### src/pssl_pkg.sv
// ----------------------------------------------------------------------------
// pssl_pkg
// Shared widths, codes and types of the piston setpoint slew limiter.
// ----------------------------------------------------------------------------
`default_nettype none

package pssl_pkg;

   // Data formats
   localparam int POS_BITS   = 32;              // signed Q16.16 positions
   localparam int FRAC_BITS  = 16;              // extension fraction bits
   localparam int EXT_BITS   = FRAC_BITS + 1;   // 0 .. full stroke inclusive
   localparam int TIME_BITS  = 16;              // time step, Q0.16
   localparam int TIME_FRAC  = 16;
   localparam int VEL_BITS   = POS_BITS - 1;
   localparam int SPAN_BITS  = POS_BITS + 1;    // exact stroke difference
   localparam int REM_BITS   = POS_BITS + 2;    // divider remainder
   localparam int CNT_BITS   = $clog2(FRAC_BITS);
   localparam int MUL_B_BITS = EXT_BITS + 1;    // signed view of ext or time step
   localparam int PROD_BITS  = SPAN_BITS + MUL_B_BITS;

   localparam logic [EXT_BITS-1:0] FULL_EXT = EXT_BITS'(1) << FRAC_BITS;

   // Configuration port
   localparam int NUM_REGS  = 5;
   localparam int DATA_BITS = 32;
   localparam int ADDR_BITS = $clog2(4 * NUM_REGS);

   localparam logic signed [POS_BITS-1:0] STROKE_UPPER_RESET = POS_BITS'(65536);

   typedef enum logic [ADDR_BITS-3:0] {
      REG_STROKE_LOWER   = 3'd0,
      REG_STROKE_UPPER   = 3'd1,
      REG_VELOCITY_LIMIT = 3'd2,
      REG_LOCK_IDLE      = 3'd3,
      REG_UNIT_ENABLED   = 3'd4
   } pssl_reg_type;

   typedef enum logic [1:0] {
      MODE_HOLD     = 2'd0,
      MODE_EXTEND   = 2'd1,
      MODE_CONTRACT = 2'd2,
      MODE_POSITION = 2'd3
   } pssl_mode_type;

   localparam logic KIND_MEASURE = 1'b0;
   localparam logic KIND_DRIVE   = 1'b1;

   typedef struct packed {
      logic signed [POS_BITS-1:0] stroke_lower;
      logic signed [POS_BITS-1:0] stroke_upper;
      logic [VEL_BITS-1:0]        velocity_limit;
      logic                       lock_idle;
      logic                       unit_enabled;
   } pssl_cfg_type;

   localparam pssl_cfg_type CFG_RESET = '{
      stroke_lower:   '0,
      stroke_upper:   STROKE_UPPER_RESET,
      velocity_limit: '0,
      lock_idle:      1'b0,
      unit_enabled:   1'b1
   };

endpackage

`default_nettype wire

### src/pssl_req_if.sv
// ----------------------------------------------------------------------------
// pssl_req_if
// Input channel: measure and drive transactions with valid/ready handshake.
// ----------------------------------------------------------------------------
`default_nettype none

interface pssl_req_if import pssl_pkg::*; ();
   logic                       valid;
   logic                       ready;
   logic                       kind;
   logic signed [POS_BITS-1:0] measured_position;
   logic                       position_valid;
   logic [1:0]                 drive_mode;
   logic [EXT_BITS-1:0]        target_fraction;
   logic [TIME_BITS-1:0]       time_step;

   modport source (
      output valid, kind, measured_position, position_valid, drive_mode,
             target_fraction, time_step,
      input  ready
   );

   modport sink (
      input  valid, kind, measured_position, position_valid, drive_mode,
             target_fraction, time_step,
      output ready
   );
endinterface

`default_nettype wire

### src/pssl_rsp_if.sv
// ----------------------------------------------------------------------------
// pssl_rsp_if
// Result channel: setpoint, travel limits and drive flag, valid/ready.
// ----------------------------------------------------------------------------
`default_nettype none

interface pssl_rsp_if import pssl_pkg::*; ();
   logic                       valid;
   logic                       ready;
   logic signed [POS_BITS-1:0] servo_setpoint;
   logic signed [POS_BITS-1:0] travel_lower;
   logic signed [POS_BITS-1:0] travel_upper;
   logic                       drive_on;
   logic [EXT_BITS-1:0]        extension_now;

   modport source (
      output valid, servo_setpoint, travel_lower, travel_upper, drive_on,
             extension_now,
      input  ready
   );

   modport sink (
      input  valid, servo_setpoint, travel_lower, travel_upper, drive_on,
             extension_now,
      output ready
   );
endinterface

`default_nettype wire

### src/pssl_csr.sv
// ----------------------------------------------------------------------------
// pssl_csr
// APB-style configuration registers: stroke, velocity limit, lock, enable.
// ----------------------------------------------------------------------------
`default_nettype none

module pssl_csr import pssl_pkg::*; (
   input  logic                 clock,
   input  logic                 reset,
   input  logic                 csr_psel,
   input  logic                 csr_penable,
   input  logic                 csr_pwrite,
   input  logic [ADDR_BITS-1:0] csr_paddr,
   input  logic [DATA_BITS-1:0] csr_pwdata,
   output logic [DATA_BITS-1:0] csr_prdata,
   output logic                 csr_pready,
   output pssl_cfg_type         cfg
);

   pssl_cfg_type cfg_ff, cfg_in;
   pssl_reg_type reg_index;

   assign reg_index  = pssl_reg_type'(csr_paddr[ADDR_BITS-1:2]);
   assign csr_pready = 1'b1;
   assign cfg        = cfg_ff;

   always_comb begin
      cfg_in = cfg_ff;
      if (csr_psel && csr_penable && csr_pwrite) begin
         case (reg_index)
            REG_STROKE_LOWER:   cfg_in.stroke_lower   = csr_pwdata[POS_BITS-1:0];
            REG_STROKE_UPPER:   cfg_in.stroke_upper   = csr_pwdata[POS_BITS-1:0];
            REG_VELOCITY_LIMIT: cfg_in.velocity_limit = csr_pwdata[VEL_BITS-1:0];
            REG_LOCK_IDLE:      cfg_in.lock_idle      = csr_pwdata[0];
            REG_UNIT_ENABLED:   cfg_in.unit_enabled   = csr_pwdata[0];
            default: ;
         endcase
      end
   end

   always_comb begin
      case (reg_index)
         REG_STROKE_LOWER:   csr_prdata = cfg_ff.stroke_lower;
         REG_STROKE_UPPER:   csr_prdata = cfg_ff.stroke_upper;
         REG_VELOCITY_LIMIT: csr_prdata = DATA_BITS'(cfg_ff.velocity_limit);
         REG_LOCK_IDLE:      csr_prdata = DATA_BITS'(cfg_ff.lock_idle);
         REG_UNIT_ENABLED:   csr_prdata = DATA_BITS'(cfg_ff.unit_enabled);
         default:            csr_prdata = '0;
      endcase
   end

   always_ff @(posedge clock) begin
      if (reset) begin
         cfg_ff <= CFG_RESET;
      end else begin
         cfg_ff <= cfg_in;
      end
   end

endmodule

`default_nettype wire

### src/piston_setpoint_slew_limiter_core.sv
// ----------------------------------------------------------------------------
// piston_setpoint_slew_limiter_core
// Setpoint, travel-limit and drive-enable generator for a linear actuator.
// ----------------------------------------------------------------------------
// The block takes one transaction at a time and holds req ready low while it
// works. Every enabled transaction first finds the normalized extension of
// the present position with a restoring divider that resolves one quotient
// bit per cycle, so the divide dominates the time of a transaction, and a
// drive transaction also waits on rsp ready. The divide is skipped when the
// stroke is empty or inverted, or when the position lies outside the stroke
// or on one of its ends; the extension is then set directly. A drive then
// uses one shared 33x18 multiplier twice, first to scale the target onto the
// stroke and then to form the velocity step, and the result sits in an
// output register until taken. With unit_enabled low, transactions are taken
// and dropped.
`default_nettype none

module piston_setpoint_slew_limiter_core import pssl_pkg::*; (
   input  logic                 clock,
   input  logic                 reset,
   pssl_req_if.sink             req_bus,
   pssl_rsp_if.source           rsp_bus,
   input  logic                 csr_psel,
   input  logic                 csr_penable,
   input  logic                 csr_pwrite,
   input  logic [ADDR_BITS-1:0] csr_paddr,
   input  logic [DATA_BITS-1:0] csr_pwdata,
   output logic [DATA_BITS-1:0] csr_prdata,
   output logic                 csr_pready
);

   typedef enum logic [8:0] {
      ST_IDLE  = 9'b000000001,
      ST_LOAD  = 9'b000000010,
      ST_CHECK = 9'b000000100,
      ST_DIV   = 9'b000001000,
      ST_STORE = 9'b000010000,
      ST_SCALE = 9'b000100000,
      ST_STEP  = 9'b001000000,
      ST_MOVE  = 9'b010000000,
      ST_SEND  = 9'b100000000
   } state_type;

   function automatic logic signed [POS_BITS-1:0] clamp_pos(
      input logic signed [POS_BITS-1:0] v,
      input logic signed [POS_BITS-1:0] lo,
      input logic signed [POS_BITS-1:0] hi
   );
      logic signed [POS_BITS-1:0] t;
      t = (v < lo) ? lo : v;
      t = (t > hi) ? hi : t;
      return t;
   endfunction

   pssl_cfg_type cfg;

   // control and architectural state
   state_type                  state_ff, state_in;
   logic                       seeded_ff, seeded_in;
   logic signed [POS_BITS-1:0] command_ff, command_in;
   logic signed [POS_BITS-1:0] present_pos_ff, present_pos_in;
   logic [EXT_BITS-1:0]        present_frac_ff, present_frac_in;

   // transaction latches and datapath
   logic                        kind_ff, kind_in;
   pssl_mode_type               mode_ff, mode_in;
   logic [EXT_BITS-1:0]         tfrac_ff, tfrac_in;
   logic [TIME_BITS-1:0]        dt_ff, dt_in;
   logic                        upd_frac_ff, upd_frac_in;
   logic signed [SPAN_BITS-1:0] span_ff, span_in;
   logic [REM_BITS-1:0]         rem_ff, rem_in;
   logic [FRAC_BITS-1:0]        quo_ff, quo_in;
   logic [CNT_BITS-1:0]         cnt_ff, cnt_in;
   logic [EXT_BITS-1:0]         ext_ff, ext_in;
   logic signed [POS_BITS-1:0]  tgt_pos_ff, tgt_pos_in;
   logic signed [PROD_BITS-1:0] prod_ff, prod_in;
   logic signed [POS_BITS-1:0]  lim_lo_ff, lim_lo_in;
   logic signed [POS_BITS-1:0]  lim_hi_ff, lim_hi_in;

   // result register
   logic signed [POS_BITS-1:0] out_setpoint_ff, out_setpoint_in;
   logic signed [POS_BITS-1:0] out_lower_ff, out_lower_in;
   logic signed [POS_BITS-1:0] out_upper_ff, out_upper_in;
   logic                       out_drive_ff, out_drive_in;
   logic [EXT_BITS-1:0]        out_ext_ff, out_ext_in;

   // combinational helpers
   logic signed [POS_BITS-1:0]   lo_s, hi_s, lo_raw, hi_raw;
   logic                         req_take, span_pos, jump;
   logic signed [REM_BITS-1:0]   num_s, span_x;
   logic [REM_BITS-1:0]          rem_sh, span_u;
   logic [EXT_BITS-1:0]          tgt_ext;
   logic signed [SPAN_BITS-1:0]  mul_a;
   logic signed [MUL_B_BITS-1:0] mul_b;
   logic signed [PROD_BITS-1:0]  mul_p, tgt_sum;
   logic signed [SPAN_BITS-1:0]  diff;
   logic [SPAN_BITS-1:0]         diff_mag;
   logic [VEL_BITS-1:0]          step_u;

   pssl_csr u_csr (
      .clock       (clock),
      .reset       (reset),
      .csr_psel    (csr_psel),
      .csr_penable (csr_penable),
      .csr_pwrite  (csr_pwrite),
      .csr_paddr   (csr_paddr),
      .csr_pwdata  (csr_pwdata),
      .csr_prdata  (csr_prdata),
      .csr_pready  (csr_pready),
      .cfg         (cfg)
   );

   assign lo_s     = cfg.stroke_lower;
   assign hi_s     = cfg.stroke_upper;
   assign req_take = req_bus.valid && (state_ff == ST_IDLE);
   assign span_pos = !span_ff[SPAN_BITS-1] && (span_ff != '0);
   assign num_s    = rem_ff;
   assign span_x   = REM_BITS'(span_ff);
   assign span_u   = span_x;
   assign rem_sh   = {rem_ff[REM_BITS-2:0], 1'b0};
   assign step_u   = prod_ff[TIME_FRAC+VEL_BITS-1:TIME_FRAC];
   assign jump     = (cfg.velocity_limit == '0) || (dt_ff == '0);
   assign tgt_sum  = PROD_BITS'(lo_s) + (prod_ff >>> FRAC_BITS);
   assign diff     = SPAN_BITS'(tgt_pos_ff) - SPAN_BITS'(command_ff);
   assign diff_mag = diff[SPAN_BITS-1] ? -diff : diff;

   assign req_bus.ready          = (state_ff == ST_IDLE);
   assign rsp_bus.valid          = (state_ff == ST_SEND);
   assign rsp_bus.servo_setpoint = out_setpoint_ff;
   assign rsp_bus.travel_lower   = out_lower_ff;
   assign rsp_bus.travel_upper   = out_upper_ff;
   assign rsp_bus.drive_on       = out_drive_ff;
   assign rsp_bus.extension_now  = out_ext_ff;

   // target extension by mode
   always_comb begin
      case (mode_ff)
         MODE_HOLD:     tgt_ext = ext_ff;
         MODE_EXTEND:   tgt_ext = FULL_EXT;
         MODE_CONTRACT: tgt_ext = '0;
         MODE_POSITION: tgt_ext = (tfrac_ff > FULL_EXT) ? FULL_EXT : tfrac_ff;
         default:       tgt_ext = '0;
      endcase
   end

   // shared multiplier: stroke scaling, then velocity step
   always_comb begin
      if (state_ff == ST_STEP) begin
         mul_a = SPAN_BITS'(cfg.velocity_limit);
         mul_b = MUL_B_BITS'(dt_ff);
      end else begin
         mul_a = span_ff;
         mul_b = MUL_B_BITS'(tgt_ext);
      end
   end
   assign mul_p = mul_a * mul_b;

   // raw travel limits before clamping
   always_comb begin
      lo_raw = lo_s;
      hi_raw = hi_s;
      if (cfg.lock_idle && (mode_ff == MODE_HOLD)) begin
         lo_raw = present_pos_ff;
         hi_raw = present_pos_ff;
      end else if (mode_ff == MODE_EXTEND) begin
         lo_raw = present_pos_ff;
      end else if (mode_ff == MODE_CONTRACT) begin
         hi_raw = present_pos_ff;
      end
   end

   always_comb begin
      state_in        = state_ff;
      seeded_in       = seeded_ff;
      command_in      = command_ff;
      present_pos_in  = present_pos_ff;
      present_frac_in = present_frac_ff;
      kind_in         = kind_ff;
      mode_in         = mode_ff;
      tfrac_in        = tfrac_ff;
      dt_in           = dt_ff;
      upd_frac_in     = upd_frac_ff;
      span_in         = span_ff;
      rem_in          = rem_ff;
      quo_in          = quo_ff;
      cnt_in          = cnt_ff;
      ext_in          = ext_ff;
      tgt_pos_in      = tgt_pos_ff;
      prod_in         = prod_ff;
      lim_lo_in       = lim_lo_ff;
      lim_hi_in       = lim_hi_ff;
      out_setpoint_in = out_setpoint_ff;
      out_lower_in    = out_lower_ff;
      out_upper_in    = out_upper_ff;
      out_drive_in    = out_drive_ff;
      out_ext_in      = out_ext_ff;

      case (state_ff)
         ST_IDLE: begin
            if (req_take && cfg.unit_enabled) begin
               kind_in     = req_bus.kind;
               mode_in     = pssl_mode_type'(req_bus.drive_mode);
               tfrac_in    = req_bus.target_fraction;
               dt_in       = req_bus.time_step;
               upd_frac_in = (req_bus.kind == KIND_MEASURE) ||
                             (!seeded_ff && req_bus.position_valid);
               if (req_bus.kind == KIND_MEASURE) begin
                  if (req_bus.position_valid) begin
                     present_pos_in = req_bus.measured_position;
                  end
               end else begin
                  // first drive after reset seeds the command
                  if (!seeded_ff && req_bus.position_valid) begin
                     present_pos_in = req_bus.measured_position;
                     command_in     = req_bus.measured_position;
                  end
                  seeded_in = 1'b1;
               end
               state_in = ST_LOAD;
            end
         end
         ST_LOAD: begin
            span_in  = SPAN_BITS'(hi_s) - SPAN_BITS'(lo_s);
            rem_in   = REM_BITS'(present_pos_ff) - REM_BITS'(lo_s);
            state_in = ST_CHECK;
         end
         ST_CHECK: begin
            quo_in = '0;
            cnt_in = CNT_BITS'(FRAC_BITS - 1);
            if (!span_pos) begin
               ext_in   = present_frac_ff;
               state_in = ST_STORE;
            end else if (num_s <= 0) begin
               ext_in   = '0;
               state_in = ST_STORE;
            end else if (num_s >= span_x) begin
               ext_in   = FULL_EXT;
               state_in = ST_STORE;
            end else begin
               state_in = ST_DIV;
            end
         end
         ST_DIV: begin
            // one restoring step per cycle; remainder stays below the span
            if (rem_sh >= span_u) begin
               rem_in = rem_sh - span_u;
               quo_in = {quo_ff[FRAC_BITS-2:0], 1'b1};
            end else begin
               rem_in = rem_sh;
               quo_in = {quo_ff[FRAC_BITS-2:0], 1'b0};
            end
            cnt_in = cnt_ff - 1'b1;
            if (cnt_ff == '0) begin
               ext_in   = EXT_BITS'(quo_in);
               state_in = ST_STORE;
            end
         end
         ST_STORE: begin
            if (span_pos && upd_frac_ff) begin
               present_frac_in = ext_ff;
            end
            state_in = (kind_ff == KIND_MEASURE) ? ST_IDLE : ST_SCALE;
         end
         ST_SCALE: begin
            prod_in   = mul_p;
            lim_lo_in = clamp_pos(lo_raw, lo_s, hi_s);
            lim_hi_in = clamp_pos(hi_raw, lo_s, hi_s);
            state_in  = ST_STEP;
         end
         ST_STEP: begin
            tgt_pos_in = tgt_sum[POS_BITS-1:0];
            prod_in    = mul_p;
            state_in   = ST_MOVE;
         end
         ST_MOVE: begin
            if (jump || (diff_mag <= SPAN_BITS'(step_u))) begin
               command_in = tgt_pos_ff;
            end else if (!diff[SPAN_BITS-1]) begin
               command_in = command_ff + POS_BITS'(step_u);
            end else begin
               command_in = command_ff - POS_BITS'(step_u);
            end
            out_setpoint_in = command_in;
            if (lim_lo_ff > lim_hi_ff) begin
               out_lower_in = lim_hi_ff;
               out_upper_in = lim_lo_ff;
            end else begin
               out_lower_in = lim_lo_ff;
               out_upper_in = lim_hi_ff;
            end
            out_drive_in = (mode_ff != MODE_HOLD) || cfg.lock_idle;
            out_ext_in   = ext_ff;
            state_in     = ST_SEND;
         end
         ST_SEND: begin
            if (rsp_bus.ready) begin
               state_in = ST_IDLE;
            end
         end
         default: begin
            state_in = ST_IDLE;
         end
      endcase
   end

   always_ff @(posedge clock) begin
      if (reset) begin
         state_ff        <= ST_IDLE;
         seeded_ff       <= 1'b0;
         command_ff      <= '0;
         present_pos_ff  <= '0;
         present_frac_ff <= '0;
      end else begin
         state_ff        <= state_in;
         seeded_ff       <= seeded_in;
         command_ff      <= command_in;
         present_pos_ff  <= present_pos_in;
         present_frac_ff <= present_frac_in;
      end
   end

   always_ff @(posedge clock) begin
      kind_ff         <= kind_in;
      mode_ff         <= mode_in;
      tfrac_ff        <= tfrac_in;
      dt_ff           <= dt_in;
      upd_frac_ff     <= upd_frac_in;
      span_ff         <= span_in;
      rem_ff          <= rem_in;
      quo_ff          <= quo_in;
      cnt_ff          <= cnt_in;
      ext_ff          <= ext_in;
      tgt_pos_ff      <= tgt_pos_in;
      prod_ff         <= prod_in;
      lim_lo_ff       <= lim_lo_in;
      lim_hi_ff       <= lim_hi_in;
      out_setpoint_ff <= out_setpoint_in;
      out_lower_ff    <= out_lower_in;
      out_upper_ff    <= out_upper_in;
      out_drive_ff    <= out_drive_in;
      out_ext_ff      <= out_ext_in;
   end

endmodule

`default_nettype wire

### src/flat_wrapper.sv
// flat-port wrapper written by rule: the top's interface ports become plain ports
module piston_setpoint_slew_limiter_core_flat import pssl_pkg::*;
  (clock, reset, csr_psel, csr_penable, csr_pwrite, csr_paddr, csr_pwdata, csr_prdata, csr_pready, req_bus_valid, req_bus_kind, req_bus_measured_position, req_bus_position_valid, req_bus_drive_mode, req_bus_target_fraction, req_bus_time_step, req_bus_ready, rsp_bus_valid, rsp_bus_servo_setpoint, rsp_bus_travel_lower, rsp_bus_travel_upper, rsp_bus_drive_on, rsp_bus_extension_now, rsp_bus_ready);
  pssl_req_if req_bus_i ();
  pssl_rsp_if rsp_bus_i ();
  input  logic clock;
  input  logic reset;
  input  logic csr_psel;
  input  logic csr_penable;
  input  logic csr_pwrite;
  input  logic [ADDR_BITS-1:0] csr_paddr;
  input  logic [DATA_BITS-1:0] csr_pwdata;
  output logic [DATA_BITS-1:0] csr_prdata;
  output logic csr_pready;
  input wire logic [$bits(req_bus_i.valid)-1:0] req_bus_valid;
  input wire logic [$bits(req_bus_i.kind)-1:0] req_bus_kind;
  input wire logic [$bits(req_bus_i.measured_position)-1:0] req_bus_measured_position;
  input wire logic [$bits(req_bus_i.position_valid)-1:0] req_bus_position_valid;
  input wire logic [$bits(req_bus_i.drive_mode)-1:0] req_bus_drive_mode;
  input wire logic [$bits(req_bus_i.target_fraction)-1:0] req_bus_target_fraction;
  input wire logic [$bits(req_bus_i.time_step)-1:0] req_bus_time_step;
  output wire logic [$bits(req_bus_i.ready)-1:0] req_bus_ready;
  output wire logic [$bits(rsp_bus_i.valid)-1:0] rsp_bus_valid;
  output wire logic [$bits(rsp_bus_i.servo_setpoint)-1:0] rsp_bus_servo_setpoint;
  output wire logic [$bits(rsp_bus_i.travel_lower)-1:0] rsp_bus_travel_lower;
  output wire logic [$bits(rsp_bus_i.travel_upper)-1:0] rsp_bus_travel_upper;
  output wire logic [$bits(rsp_bus_i.drive_on)-1:0] rsp_bus_drive_on;
  output wire logic [$bits(rsp_bus_i.extension_now)-1:0] rsp_bus_extension_now;
  input wire logic [$bits(rsp_bus_i.ready)-1:0] rsp_bus_ready;
  assign req_bus_i.valid = req_bus_valid;
  assign req_bus_i.kind = req_bus_kind;
  assign req_bus_i.measured_position = req_bus_measured_position;
  assign req_bus_i.position_valid = req_bus_position_valid;
  assign req_bus_i.drive_mode = req_bus_drive_mode;
  assign req_bus_i.target_fraction = req_bus_target_fraction;
  assign req_bus_i.time_step = req_bus_time_step;
  assign req_bus_ready = req_bus_i.ready;
  assign rsp_bus_valid = rsp_bus_i.valid;
  assign rsp_bus_servo_setpoint = rsp_bus_i.servo_setpoint;
  assign rsp_bus_travel_lower = rsp_bus_i.travel_lower;
  assign rsp_bus_travel_upper = rsp_bus_i.travel_upper;
  assign rsp_bus_drive_on = rsp_bus_i.drive_on;
  assign rsp_bus_extension_now = rsp_bus_i.extension_now;
  assign rsp_bus_i.ready = rsp_bus_ready;
  piston_setpoint_slew_limiter_core u_core (.clock(clock), .reset(reset), .req_bus(req_bus_i), .rsp_bus(rsp_bus_i), .csr_psel(csr_psel), .csr_penable(csr_penable), .csr_pwrite(csr_pwrite), .csr_paddr(csr_paddr), .csr_pwdata(csr_pwdata), .csr_prdata(csr_prdata), .csr_pready(csr_pready));
endmodule
### config.mk
export PLATFORM = sky130hd
export DESIGN_NAME = piston_setpoint_slew_limiter_core_flat
export DESIGN_NICKNAME = d
export VERILOG_FILES = /design/src/pssl_pkg.sv /design/src/pssl_req_if.sv /design/src/pssl_rsp_if.sv /design/src/pssl_csr.sv /design/src/piston_setpoint_slew_limiter_core.sv /design/src/flat_wrapper.sv
export SDC_FILE = /design/constraint.sdc
export NUM_CORES = 2
export LEC_CHECK = 0
export BUFFER_PORTS_ARGS = -buffer_cell sky130_fd_sc_hd__buf_2
export CAP_MARGIN = 20
export CELL_PAD_IN_SITES_DETAIL_PLACEMENT = 0
export CELL_PAD_IN_SITES_GLOBAL_PLACEMENT = 1
export CORE_AREA = 2 2 364 366
export CTS_CLUSTER_DIAMETER = 50
export DETAILED_ROUTE_END_ITERATION = 8
export DIE_AREA = 0 0 366 368
export GPL_TIMING_DRIVEN = 0
export PLACE_DENSITY = 0.88
export SLEW_MARGIN = 20
export SYNTH_ARGS = -nofsm -noshare
export SYNTH_HDL_FRONTEND = slang
export SYNTH_SLANG_ARGS = --single-unit
export TNS_END_PERCENT = 20
### constraint.sdc
create_clock -name clock -period 9.8 [get_ports clock]
set_clock_uncertainty 0.1 [all_clocks]
set_input_delay 0.98 -clock clock [delete_from_list [all_inputs] [get_ports clock]]
set_output_delay 0.98 -clock clock [all_outputs]
set_load 0.01 [all_outputs]
Word level (Yosys, flattened, before mapping) --
Index checks and enable logic that the tools add are counted. Widths: inputs -> output; s select.
Operators by class: multiplexer cells 43, shift-type cells 0, order comparisons 10, divide/modulo/power cells 0, bitwise gates (word level) 1, $add $sub $neg 9, multipliers 1, eq/ne operators 23, reduce and logical (&&, ||, !) cells 38
Operator list (number):
- $mux 32 | 18
- $pmux 32 s5 | 1
- $mux 17 | 6
- $sub 32x32->33 | 3
- $gt 32x32->1 | 3
- $pmux 9 s9 | 1
- $pmux 17 s4 | 1
- $pmux 34 s2 | 1
- $mux 33 | 2
- $lt 32x32->1 | 2
- $pmux 32 s2 | 1
- $mul 33x18->48 | 1
- $mux 9 | 5
- $ge 34x33->1 | 1
- $ge 34x34->1 | 1
- $le 34x1->1 const B | 1
- $mux 34 | 1
- $pmux 17 s2 | 1
- $sub 34x34->34 | 1
- $le 33x31->1 | 1
- $neg 33->33 | 1
- $reduce_bool 33->1 | 1
- $add 32x31->32 | 1
- $add 32x32->32 | 1
- 39 further kinds | 69
Word-level totals: output and inout port bits 149, memory bits (writable) 0, bits in registers 586, bits in latches 0, input port bits 113, bits in read-only memories 0, memories kept 0

Logic depth before layout (Yosys ltp) --
word-level depth 8, depth in mapped cells 36

Hierarchy --
Synthesis repeated with hierarchy kept, for this count alone.
Second synthesis, totals: cell total of the unflattened synthesis 6312, area total of the unflattened synthesis 59096.7 sq um
By module, submodules not included:
- piston_setpoint_slew_limiter_core | area an instance 54304.6 sq um, instances 1, sequential area each 13292.7 sq um, cells each 5835
- pssl_csr | area an instance 4792.1 sq um, instances 1, sequential area each 1941.9 sq um, cells each 477

Worst setup path after synthesis --
Ideal clock, no wire load.
path kind register to register, start reg u_core.state_ff[2], end reg u_core.prod_ff[47] (data pin), slack 0.270 ns, cell stages (with the launch flop) 31, arrival time 9.167 ns, required time 9.437 ns, cell sequence dfxtp_1 -> nor4_1 -> nor2b_1 -> nand2_1 -> nor3_1 -> clkbuf_1 -> buf_1 -> clkbuf_1 -> o21ai_1 -> nand2_1 -> fa_1 -> fa_1 -> inv_1 -> fa_1 -> fa_1 -> inv_1 -> fa_1 -> inv_1 -> ha_1 -> and3_1 -> nand3_1 -> o31a_1 -> o21ai_0 -> a41oi_1 -> o31ai_1 -> a21oi_1 -> o41a_1 -> o21ai_0 -> a21oi_1 -> nor2b_1 -> o31ai_1
Between the ends: cells in the longest elaborated chain, start to end 3, elaborated cells on any way between the ends 4, classes of those cells 1 x mul; 1 x eq/ne; 2 x mux
Ends and longest elaborated chain:
- from (decl) | RTL line piston_setpoint_slew_limiter_core.sv:58 | state_type state_ff, state_in;
- from (signal assigned) | RTL line piston_setpoint_slew_limiter_core.sv:314 | state_ff <= state_in;
- $eq 9x7->1 * | RTL line piston_setpoint_slew_limiter_core.sv:148 | if (state_ff == ST_STEP) begin
- $mux 33 or $mux 17 (tied branches) | RTL line piston_setpoint_slew_limiter_core.sv:148
- $mul 33x18->48 * | RTL line piston_setpoint_slew_limiter_core.sv:156 | assign mul_p = mul_a * mul_b;
- via u_core.mul_p[47] | RTL line piston_setpoint_slew_limiter_core.sv:95 | logic signed [PROD_BITS-1:0] mul_p, tgt_sum;
- to (signal assigned) | RTL line piston_setpoint_slew_limiter_core.sv:334 | prod_ff <= prod_in;
- to (decl) | RTL line piston_setpoint_slew_limiter_core.sv:76 | logic signed [PROD_BITS-1:0] prod_ff, prod_in;
The timed path passes the listed nets; every way through them passes the cells marked *. A chain may end at the register's enable or synchronous reset.

Final worst setup path --
Same ends and word-level chain as after synthesis.

==> reports/metrics.cfg <==
[outcome]
run_status = complete, no violations

[routing]
vias = 49290
post-route-drc-count = 0
drt-wirelength-per-cell_um = 26.0
routed_wl_um = 222000
dr.pass1.iters = 8
final_antenna_net_count = 0
routed_via_density = 5.78
drtIter0Drc = 5225

[final_layout]
multiInputGateArea_mm2 = 0.0395
register_area_mm2 = 0.0152
largest_register_ffs = 97
n_fill_cell = 12422
stdcell_area_mm2 = 0.0654
fin_nets = 7869
syn_to_final_growth_pct = 12.0
fin_cells = 8531
fin_util_pct = 50.0
drive_above_1_share_pct = 13.0

[timing]
slew_headroom_pct = 19.6
tightest_slew_ns = 1.21
period_minus_slack_ns = 9.57
report.final.slew_viol_count = 0
finalCritPeriodShare_pct = 97.6
hold_viol_final = 0
rsz0062_at_grt = true
fmax_mhz = 105
setup_viol = 0
timing.hold.ws_ns = 0.365

[global_routing]
grt_pass1_vias = 48573
grt.overflow.total = 0
grt_max_degree = 65
grt_usage_pct = 32.5
global_route.usage.met2_pct = 49.9
grt_pass1_wl_um = 322000
grt_util_met1_pct = 45.0
busiest_layer = met2
grtUsageMet3_pct = 7.16
antenna_found_initial = 22

[yosys]
synth_ff_type = edfxtp_1
synth_top_area_share_pct = 19.6
synth-seq-cells = 570
synth_edf_count = 382
yosysMostFrequentCell = inv_1
netlist_area_mm2 = 0.0584
synth_fp_nets = 7516
yosysSeqAreaShare_pct = 26.1
post_synth_num_cell_types = 97
yosysWarnings = 0
yosysTopAreaCell = edfxtp_1
syn_inst = 6356
avgSynthCellArea_um2 = 9.19
ys_top_cells_by_count = inv_1, nand2_1, nor2_1, ha_1, fa_1
synth_area_leaders = edfxtp_1, fa_1, ha_1, dfxtp_1, inv_1
async_flop_share_pct = 0

[job]
drv_cap = 0

[setup_path]
crit_top_cell = fa_1
end_kind = register
path_max_fanout = 10
critPathBufInv = 5
cp-start-kind = register
critPathKind = reg -> reg
required_ns = 10.15
cpPeakStageDelay_ns = 0.56
critPathArrivalTime_ns = 9.92
crit_slowest_cell = fa_1
critical-path-top-delay-family = adder cells

[clocking]
cts_buffers = 77
cts_tree = yes
htreeDepth = 3
clkSlewWorstSetupHoldPaths_ns = 0.06
cts_buffer_depth = 3
clk_latency_ns = 0.69
clockRootBuffer = clkbuf_16
clock-sinks = 570

[power]
combPwrFrac_pct = 45.4
p_int_mw = 6.35
p_switching_mw = 4.11
p_clk_share_pct = 27.5
power_frac_seq_pct = 27.1
max-vdd-ir-drop_uv = 177
power_leakage_nw = 28.9
switching_share_pct = 39.3
power_density_mw_per_mm2 = 160

[min_path]
hp-class = in -> reg

[floorplan]
core_area_mm2 = 0.131
dieArea_mm2 = 0.135
io-pin-count = 262
num_rows = 133
die_w_um = 366
die_y_um = 368
initial_utilization_pct = 44.6

[placement]
dpl.hpwl_um = 185000
port_buffers = 256
placed_area_mm2 = 0.0622
dp_cells = 8378
gp_congestion = 1.00

==> metrics by stage <==
| stage | TNS, ns | worst slack, ns | total power [mW] |
|---|---|---|---|
| global placement | -105.62 | -3.42 | 7.34 |
| detailed placement | -63.57 | -2.51 | 7.40 |
| finish | 0 | 0.232 | 10.5 |
| global route | -0.180 | -0.180 | 11.1 |
| CTS | 0 | 0.00353 | 10.3 |
| floorplan | 0 | 0.270 | 6.04 |
==> worst register-to-register path: cells and delay by family (launching register included) <==
kind	cells	cell delay, ns
flip-flops	1	0.35
AND/OR/NAND/NOR	8	1.70
adder cells (fa/ha/maj)	7	3.37
multiplexers	1	0.40
AO/OA/AOI/OAI	10	2.41
buffers and inverters	5	1.02
==> cells by family after synthesis <==
| family | Yosys count | synth area share [%] |
|---|---|---|
| simple gates | 1883 | 14.4 |
| compound gates | 1179 | 12.7 |
| buf+inv | 1069 | 7.06 |
| fa+ha+maj | 1047 | 29.1 |
| flops | 570 | 26.1 |
| mux | 344 | 6.63 |
| xor+xnor | 263 | 3.94 |
| other cells | 1 | 0.00642 |
==> cell type report <==
class / count / share of cell area, %
Inverter: 850 / 4.88
Timing Repair Buffer: 279 / 2.48
Clock buffer: 103 / 3.40
Sequential cell: 570 / 23.3
Antenna cell: 5 / 0.0191
Clock inverter: 38 / 0.597
Buffer: 214 / 1.54
Tap cell: 1755 / 3.36
Multi-Input combinational cell: 4717 / 60.4
==> layout by cell type (no fill, tap or decap), types with 28 or more instances in the layout <==
master,netlist,final
inv_1,848,846
nand2_1,681,679
nor2_1,656,651
ha_1,527,527
fa_1,520,520
a21oi_1,444,441
edfxtp_1,382,382
buf_2,2,262
mux2_2,220,220
xnor2_1,190,189
dfxtp_1,188,188
o21ai_0,193,181
clkbuf_1,194,147
a21o_1,131,131
clkbuf_16,0,83
nand2b_1,81,81
nand4_1,76,76
nor2b_1,73,73
xor2_1,73,73
o21a_1,73,71
mux2i_1,95,70
nor3_1,54,52
nand3_1,52,52
clkbuf_2,0,46
nor4_1,49,46
a22oi_1,44,44
a211oi_1,37,36
and2_1,33,33
or3_1,32,32
a31o_2,30,30
mux2_4,28,28
==> final timing paths <==
| kind | from | depth (start not counted) | end | slack [ns] |
|---|---|---|---|---|
| max reg2reg | u_core.state_ff[2] | 31 | u_core.prod_ff[47] | 0.23 |
| min reg2reg | u_core.seeded_ff | 2 | u_core.seeded_ff | 0.38 |
| max | u_core.state_ff[2] | 31 | u_core.prod_ff[47] | 0.23 |
| min | req_bus_target_fraction[11] | 1 | u_core.tfrac_ff[11] | 0.37 |
==> timing repair <==
| item | CTS | global route |
|---|---|---|
| hold buffers | 0 | 0 |
| setup endpoints to repair | 91 | 69 |
| endpoints found under the hold margin | 0 | 0 |
| gates resized for setup | 83 | 93 |
| pin swaps | 3 | 5 |
| setup buffers | 2 | 10 |
==> power groups by stage <==
stage / registers (mW) / logic, mW / clock network (mW)
finish: 2.84 / 4.75 / 2.88
global route: 2.84 / 5.24 / 2.99
CTS: 2.83 / 4.61 / 2.90
detailed placement: 2.88 / 4.52 / 0
global placement: 2.88 / 4.46 / 0
floorplan: 2.85 / 3.19 / 0
==> metal layers <==
layer  part of all wire, %  vias up
met5                 0.024        -
met4                   4.0        8
met3                    10      436
met2                    43     2430
met1                    42    24184
li1                      -    22232
Note: power is estimated with default switching activity, not from simulation.
